File: config.mk
export PLATFORM = sky130hd
export DESIGN_NAME = mgba_bin
export DESIGN_NICKNAME = d
export VERILOG_FILES = /design/src/rtl/mgba_pkg.sv /design/src/rtl/mgba_bin.sv
export SDC_FILE = /design/constraint.sdc
export NUM_CORES = 1
export LEC_CHECK = 0
export ABC_AREA = 0
export BUFFER_PORTS_ARGS = -buffer_cell sky130_fd_sc_hd__buf_2
export CAP_MARGIN = 20
export CORE_MARGIN = 2
export CORE_UTILIZATION = 55
export DETAILED_ROUTE_END_ITERATION = 10
export GPL_TIMING_DRIVEN = 0
export PLACE_DENSITY = 0.77
export SLEW_MARGIN = 20
export SYNTH_ARGS = -nofsm -noshare
export SYNTH_HDL_FRONTEND = slang
export SYNTH_SLANG_ARGS = --single-unit
File: constraint.sdc
create_clock -name i_clk -period 8.6 [get_ports i_clk]
set_input_delay 0.86 -clock i_clk [delete_from_list [all_inputs] [get_ports i_clk]]
set_output_delay 0.86 -clock i_clk [all_outputs]
set_load 0.01 [all_outputs]
File: src/rtl/mgba_pkg.sv
`timescale 1ns / 1ps

package mgba_pkg;

    localparam int NUM_AXES      = 3;
    localparam int COORD_W       = 32;
    localparam int CELL_W        = 12;
    localparam int CELLS         = 1 << CELL_W;
    localparam int SUM_W         = 48;
    localparam int CNT_W         = 24;
    localparam int CFG_IDX_W     = 3;
    localparam int DEPTH_W       = 3;
    localparam int DIMS_DEF      = 3;
    localparam int MAX_DEPTH_DEF = 4;

    localparam logic signed [SUM_W-1:0] SUM_MAX = {1'b0, {(SUM_W-1){1'b1}}};
    localparam logic signed [SUM_W-1:0] SUM_MIN = {1'b1, {(SUM_W-1){1'b0}}};
    localparam logic [CNT_W-1:0]        CNT_MAX = {CNT_W{1'b1}};

    localparam logic [COORD_W-1:0] BOUND_LOW_RST  = 32'h0000_0000;
    localparam logic [COORD_W-1:0] BOUND_HIGH_RST = 32'h0001_0000;

    typedef enum logic [CFG_IDX_W-1:0] {
        REG_X_LOW      = 3'd0,
        REG_X_HIGH     = 3'd1,
        REG_Y_LOW      = 3'd2,
        REG_Y_HIGH     = 3'd3,
        REG_Z_LOW      = 3'd4,
        REG_Z_HIGH     = 3'd5,
        REG_TREE_DEPTH = 3'd6
    } t_reg_idx;

    typedef logic [NUM_AXES-1:0][COORD_W-1:0] t_axes;

    typedef struct packed {
        logic              done;
        logic              ok;
        logic [CELL_W-1:0] slot;
    } t_bin_rsp;

    typedef struct packed {
        logic                      valid;
        logic                      add;
        logic [CELL_W-1:0]         addr;
        logic signed [COORD_W-1:0] value;
    } t_store_req;

    typedef struct packed {
        logic                    valid;
        logic [CELL_W-1:0]       slot;
        logic signed [SUM_W-1:0] sum;
        logic [CNT_W-1:0]        count;
    } t_store_rsp;

endpackage

File: src/rtl/mgba_bin.sv
`timescale 1ns / 1ps

module mgba_bin #(
    parameter int DIMS      = mgba_pkg::DIMS_DEF,
    parameter int MAX_DEPTH = mgba_pkg::MAX_DEPTH_DEF
) (
    input  logic                          i_clk,
    input  logic                          i_rst_n,
    input  logic                          i_load,
    input  mgba_pkg::t_axes               i_lo,
    input  mgba_pkg::t_axes               i_hi,
    input  mgba_pkg::t_axes               i_coord,
    input  logic [mgba_pkg::DEPTH_W-1:0]  i_depth,
    output mgba_pkg::t_bin_rsp            o_rsp
);

    localparam int NA = mgba_pkg::NUM_AXES;
    localparam int CW = mgba_pkg::COORD_W;
    localparam int XW = mgba_pkg::CELL_W;
    localparam int DW = mgba_pkg::DEPTH_W;
    localparam logic [DW-1:0] MAX_D    = DW'(MAX_DEPTH);
    localparam logic [NA-1:0] DIM_MASK = NA'((1 << DIMS) - 1);

    logic                 r_run;
    logic [DW-1:0]        r_lvl;
    logic [DW-1:0]        r_depth;
    logic                 r_ok;
    logic [XW-1:0]        r_cell;
    mgba_pkg::t_axes      r_lo;
    mgba_pkg::t_axes      r_hi;
    mgba_pkg::t_axes      r_coord;

    logic [DW-1:0]        w_depth;
    logic signed [CW:0]   w_mid_sum [NA];
    logic [CW-1:0]        w_mid     [NA];
    logic [NA-1:0]        w_lower;
    logic [NA-1:0]        w_upper;
    logic [DIMS-1:0]      w_group;
    logic                 w_fail;
    logic [XW+DIMS-1:0]   w_cat;
    logic                 w_last;

    assign w_depth = (i_depth > MAX_D) ? MAX_D : i_depth;
    assign w_last  = (r_lvl == r_depth);

    // midpoint is floor((lo + hi) / 2) at full precision
    always_comb begin
        for (int d = 0; d < NA; d++) begin
            w_mid_sum[d] = $signed({r_lo[d][CW-1], r_lo[d]}) + $signed({r_hi[d][CW-1], r_hi[d]});
            w_mid[d]     = w_mid_sum[d][CW:1];
            w_lower[d]   = ($signed(r_coord[d]) >= $signed(r_lo[d]))
                        && ($signed(r_coord[d]) <  $signed(w_mid[d]));
            w_upper[d]   = ($signed(r_coord[d]) >= $signed(w_mid[d]))
                        && ($signed(r_coord[d]) <  $signed(r_hi[d]));
        end
    end

    assign w_group = w_upper[DIMS-1:0];
    assign w_fail  = |(~(w_lower | w_upper) & DIM_MASK);
    assign w_cat   = {r_cell, w_group};

    always_ff @(posedge i_clk) begin
        if (!i_rst_n) begin
            r_run <= 1'b0;
            r_lvl <= '0;
        end else if (i_load) begin
            r_run <= 1'b1;
            r_lvl <= '0;
        end else if (r_run) begin
            if (w_last) begin
                r_run <= 1'b0;
            end else begin
                r_lvl <= r_lvl + 1'b1;
            end
        end
    end

    always_ff @(posedge i_clk) begin
        if (i_load) begin
            r_depth <= w_depth;
            r_ok    <= 1'b1;
            r_cell  <= '0;
            r_lo    <= i_lo;
            r_hi    <= i_hi;
            r_coord <= i_coord;
        end else if (r_run && !w_last) begin
            r_ok   <= r_ok & ~w_fail;
            r_cell <= w_cat[XW-1:0];
            for (int d = 0; d < NA; d++) begin
                if (w_lower[d]) begin
                    r_hi[d] <= w_mid[d];
                end
                if (w_upper[d]) begin
                    r_lo[d] <= w_mid[d];
                end
            end
        end
    end

    assign o_rsp.done = r_run & w_last;
    assign o_rsp.ok   = r_ok;
    assign o_rsp.slot = r_cell;

endmodule

Yosys cells after proc, flatten, opt, wreduce, memory -nomap -nowiden
Cells that the tools add are included.

Output and inout port bits: 14. Flip-flop bits (word level): 308. Input port bits: 294. Logic and storage cells: 76.

Reductions and logical operators: 24. Mux-type cells: 13. Eq/ne operators: 1. Bitwise operators: 7. Order comparisons: 13. $add $sub $neg: 4.

Operator list (number): two-way mux 96 bit (4); greater-or-equal comparator 32 bit (6); less-than comparator 32 bit (6); two-way mux 32 bit (6); adder 32 x 32 -> 33 bit (3); AND reduction 2 bit (7); nonzero test 2 bit (7); logical AND 1 bit (7); adder 3 x 1 -> 3 bit (second input constant) (1); == test 3 bit (1); > comparator 3 bit (second input constant) (1); two-way mux 1 bit (3); inverter 1 bit (3); inverter 3 bit (1); bitwise OR 3 bit (1); OR reduction 3 bit (1); AND 1 bit (2); OR reduction 2 bit (1); logical NOT 1 bit (1).

Longest topological paths before layout
Depth after elaboration: 8. Mapped depth: 21. Gate-level depth less buffers: 21.

Worst setup path before layout
OpenSTA, ideal clock, no wires.

Path type: flip-flop to flip-flop. Start: register r_lo[80] in the netlist's numbering. End: register r_hi[64] in the netlist's numbering (enable). Cell stages (with the launch flop): 20. Data arrival time: 5934 ps. Buffers on the path: 1. Setup slack: 2200 ps. Clock period less this slack: 6400 ps. Data required time: 8134 ps. Path through: edfxtp_1 -> ha_1 -> clkbuf_2 -> and3_1 -> and2_1 -> a221o_1 -> a221oi_1 -> o21ai_1 -> a21oi_1 -> nand2b_1 -> nor2b_1 -> xor2_1 -> ha_1 -> nand3_1 -> nor3_1 -> a221oi_1 -> nand4b_1 -> o22ai_1 -> o21ai_0 -> o21ai_0.

Longest elaborated chain between the ends: 5. Elaborated cells on any way between the ends: 6. Classes of those cells: add/sub (1); order compare (2); reduce/logical (3).

Ends and longest elaborated chain: start: declaration (line mgba_bin.sv:29) `mgba_pkg::t_axes r_lo;`; start signal: assignment (line mgba_bin.sv:83) `r_lo <= i_lo;`; start signal: indexed assignment (line mgba_bin.sv:94) `r_lo[d] <= w_mid[d];`; adder 32 x 32 -> 33 bit (line mgba_bin.sv:49) `w_mid_sum[d] = $signed({r_lo[d][CW-1], r_lo[d]}) + $signed({r_hi[d][CW-1], r_hi[d]});`; less-than comparator 32 bit (line mgba_bin.sv:52) `&& ($signed(r_coord[d]) < $signed(w_mid[d]));`; logical AND 1 bit * (line mgba_bin.sv:52); nonzero test 2 bit (no line) *; AND reduction 2 bit (no line) *; end signal: assignment (line mgba_bin.sv:84) `r_hi <= i_hi;`; end signal: indexed assignment (line mgba_bin.sv:91) `r_hi[d] <= w_mid[d];`; end: declaration (line mgba_bin.sv:30) `mgba_pkg::t_axes r_hi;`.

Every way passes the cells marked *; elsewhere a longest branch is shown, timed or not. A chain may end at the register's enable or synchronous reset.

Worst setup path after layout
Start: register r_lo[32] in the netlist's numbering. End: register r_hi[51] in the netlist's numbering (enable).

The elaborated chain is that of the path after synthesis.

==> metrics <==
status=finished, final reports clean; Synth cell types=84; Layout Utilization=64.0%; vias in the first global route=19,700; core area=41,800 sq um; top-count cell post-synth=ha_1; RSZ-0062 raised after global routing=false; fin area=26,700 sq um; WL per Instance=21.2 um; largest area contributor in the netlist=edfxtp_1; Mean Syn Cell Area=9.85 sq um; die area=43,700 sq um; DR vias=19,800; Synth Cell Area=23,100 sq um; share of post-route cells with drive strength above 1=15.9%; Post-synth EDFFs=291; clk_skew=0.0250 ns; Port Buffers=307; net count after synthesis=3,025; clock buffer depth=3; initial antenna violation count=3; vias per cell=6.04; Synth Warn #=0; GP Congestion=0.975; ranking of synthesized cells by area=edfxtp_1 (38%), ha_1 (20%), a21o_1 (5.0%); slowest cell on the critical path=a21o_2; TritonCTS clock tree=yes; Crit path required time=8.86 ns; DP Area=25,600 sq um; # fillers=3,391; DRC violations left=0; IO Count=308; Max H-tree Level=2; grt ovf=0; Post-CTS Setup Inserts=0; cells after synthesis=2,349; number of setup violations in the final report=0; CTS Buf Count=38; post_cts resized=0; CP Launch Type=flop; clock latency on the worst-skew pair=0.56 ns; Top FF cell, synth=edfxtp_1; Non-Filler Instances=3,275; detailed router's first-iteration violation count=1,594; CP delay by family, top=compound AO/OA/AOI/OAI gates; asr flop ratio synth=0%; slew margin rel.=31.8%; Bufs and invs on worst path=1; Die Ht=209 um; largest net degree at the start of global routing=60; CTS Root Cell=clkbuf_16; Initial Util=55.4%; antenna viol nets, final=0; row count=75; All-Layer GR Usage=31.4%; wire length of the first global-routing pass=106,000 um; Nets=3,380; hold_buf cts=0; CP Capture Type=flop; top cells by count, synth=ha_1 (379), edfxtp_1 (291), inv_1 (242), nand2_1 (233), a21oi_1 (205); Final Hold Viols=0; fin crit share=71.3%; Clock transition at path regs=0.06 ns; Die Span X=209 um; fin. max-slew vios=0; Pre-antenna DRT Iters=6; Achievable Freq=0.163 GHz; WL final=69,600 um; crit path cell chain=and2_1 -> fa_1 -> a21o_1 -> a221oi_2 -> nor4b_2 -> nor4_2 -> o21ai_2 -> o211ai_2 -> a21boi_2 -> o21ai_0 -> nand2_1 -> ha_1 -> nand4_1 -> or3_1 -> nor3_1 -> o41a_1 -> nor4_1 -> xnor2_1 -> a21boi_0 -> a21o_2 -> buf_12; critical path peak fanout=22; Hold Crit Class=flop to flop; WP data arrival=6.38 ns; max_cap viols=0; DP Wirelength=55,100 um; Yosys reg bits=308; min Tclk post-route=6.13 ns; clock tree sinks=308; WS Path Type=flop to flop; Worst path max stage delay=0.44 ns; placed cells=3,203; sequential-to-total area share from yosys stat=39.2%; area delta synth->final=15.5%; measured slew at the worst slew-check pin=1.02 ns; Synth top area share=37.8%
-- through the flow --
stage / setup slack (ns) / setup TNS (ns) / hold slack, ns
after floorplan: 2.20 / 0 / 0.437
after global placement: -0.761 / -47.13 / 0.446
after detailed placement: 2.50 / 0 / 0.450
after CTS: 2.49 / 0 / 0.446
after global routing: 2.06 / 0 / 0.456
final: 2.47 / 0 / 0.460
-- registers in the layout (all words and copies together), names as in the netlist --
signal and cells:
r_coord 96, r_hi 96, r_lo 96, r_cell 12, r_depth 3, r_lvl 3, r_ok 1, r_run 1
-- layout by cell type, fill, tap and decap left out, drive strengths merged, types with 11 or more instances in the layout --
master,Yosys,final
mux2,18,18
nand4,54,54
o21a,13,13
o21ai,149,149
buf,16,331
a31oi,17,17
and2,15,15
xor2,45,45
dfxtp,17,17
o21bai,11,11
nor3,20,20
or3,11,11
nand3,49,49
nand2b,14,14
clkinv,0,17
a211oi,13,13
edfxtp,291,291
nor4,12,12
ha,379,379
a21oi,205,205
xnor2,50,50
o211ai,18,18
and3,18,18
nor2b,22,22
inv,242,245
nand2,233,233
nor2,101,101
a21o,153,153
clkbuf,46,93
-- per-layer routing --
layer | vias to the layer above | track usage (%) | wire [um]
li1 | 9365 | - | -
met3 | 148 | 4.12 | 5300
met2 | 849 | 50.3 | 31200
met5 | - | 0 | 0
met1 | 9414 | 42.8 | 30000
met4 | 0 | 13.9 | 3060
-- worst min-delay path: stages (launching register included) --
cell and delay [ns]:
dfxtp_1 0.31, nand2_1 0.05, a21oi_1 0.05
-- cell type report --
class / count / area (sq um) / share of cell area [%]
repair buffers: 315 / 1730 / 6.48
flip-flops and latches: 308 / 9080 / 34.0
diodes: 3 / 7.51 / 0.0281
inverters: 242 / 908 / 3.40
well taps: 539 / 674 / 2.52
clock buffers: 47 / 1010 / 3.76
clock inverters: 22 / 136 / 0.510
multi-input cells: 1737 / 12900 / 48.3
plain buffers: 62 / 284 / 1.06
-- final timing paths --
path	cells past startpoint	start	slack (ns)	endpoint
worst min-delay path	2	r_cell[10]$_SDFFE_PP0P_	0.46	r_cell[10]$_SDFFE_PP0P_
worst max-delay path	21	r_lo[32]$_DFFE_PP_	2.47	r_hi[51]$_DFFE_PP_
worst min register to register	2	r_cell[10]$_SDFFE_PP0P_	0.46	r_cell[10]$_SDFFE_PP0P_
worst max register to register	21	r_lo[32]$_DFFE_PP_	2.47	r_hi[51]$_DFFE_PP_
-- kinds of logic (layout without fill, tap and decap cells) --
| kind of cell | count (synthesis) | in the layout | synth area share [%] |
|---|---|---|---|
| xor+xnor | 95 | 95 | 3.63 |
| compound gates | 666 | 666 | 18.5 |
| fa+ha+maj | 382 | 382 | 20.7 |
| buf+inv | 304 | 688 | 5.15 |
| flops | 308 | 308 | 39.2 |
| other cells | 0 | 3 | 0 |
| mux | 20 | 20 | 0.962 |
| simple gates | 574 | 574 | 11.8 |
Power is not shown: default switching activity piles up to over one toggle a cycle in this logic, so the estimate is an artifact.
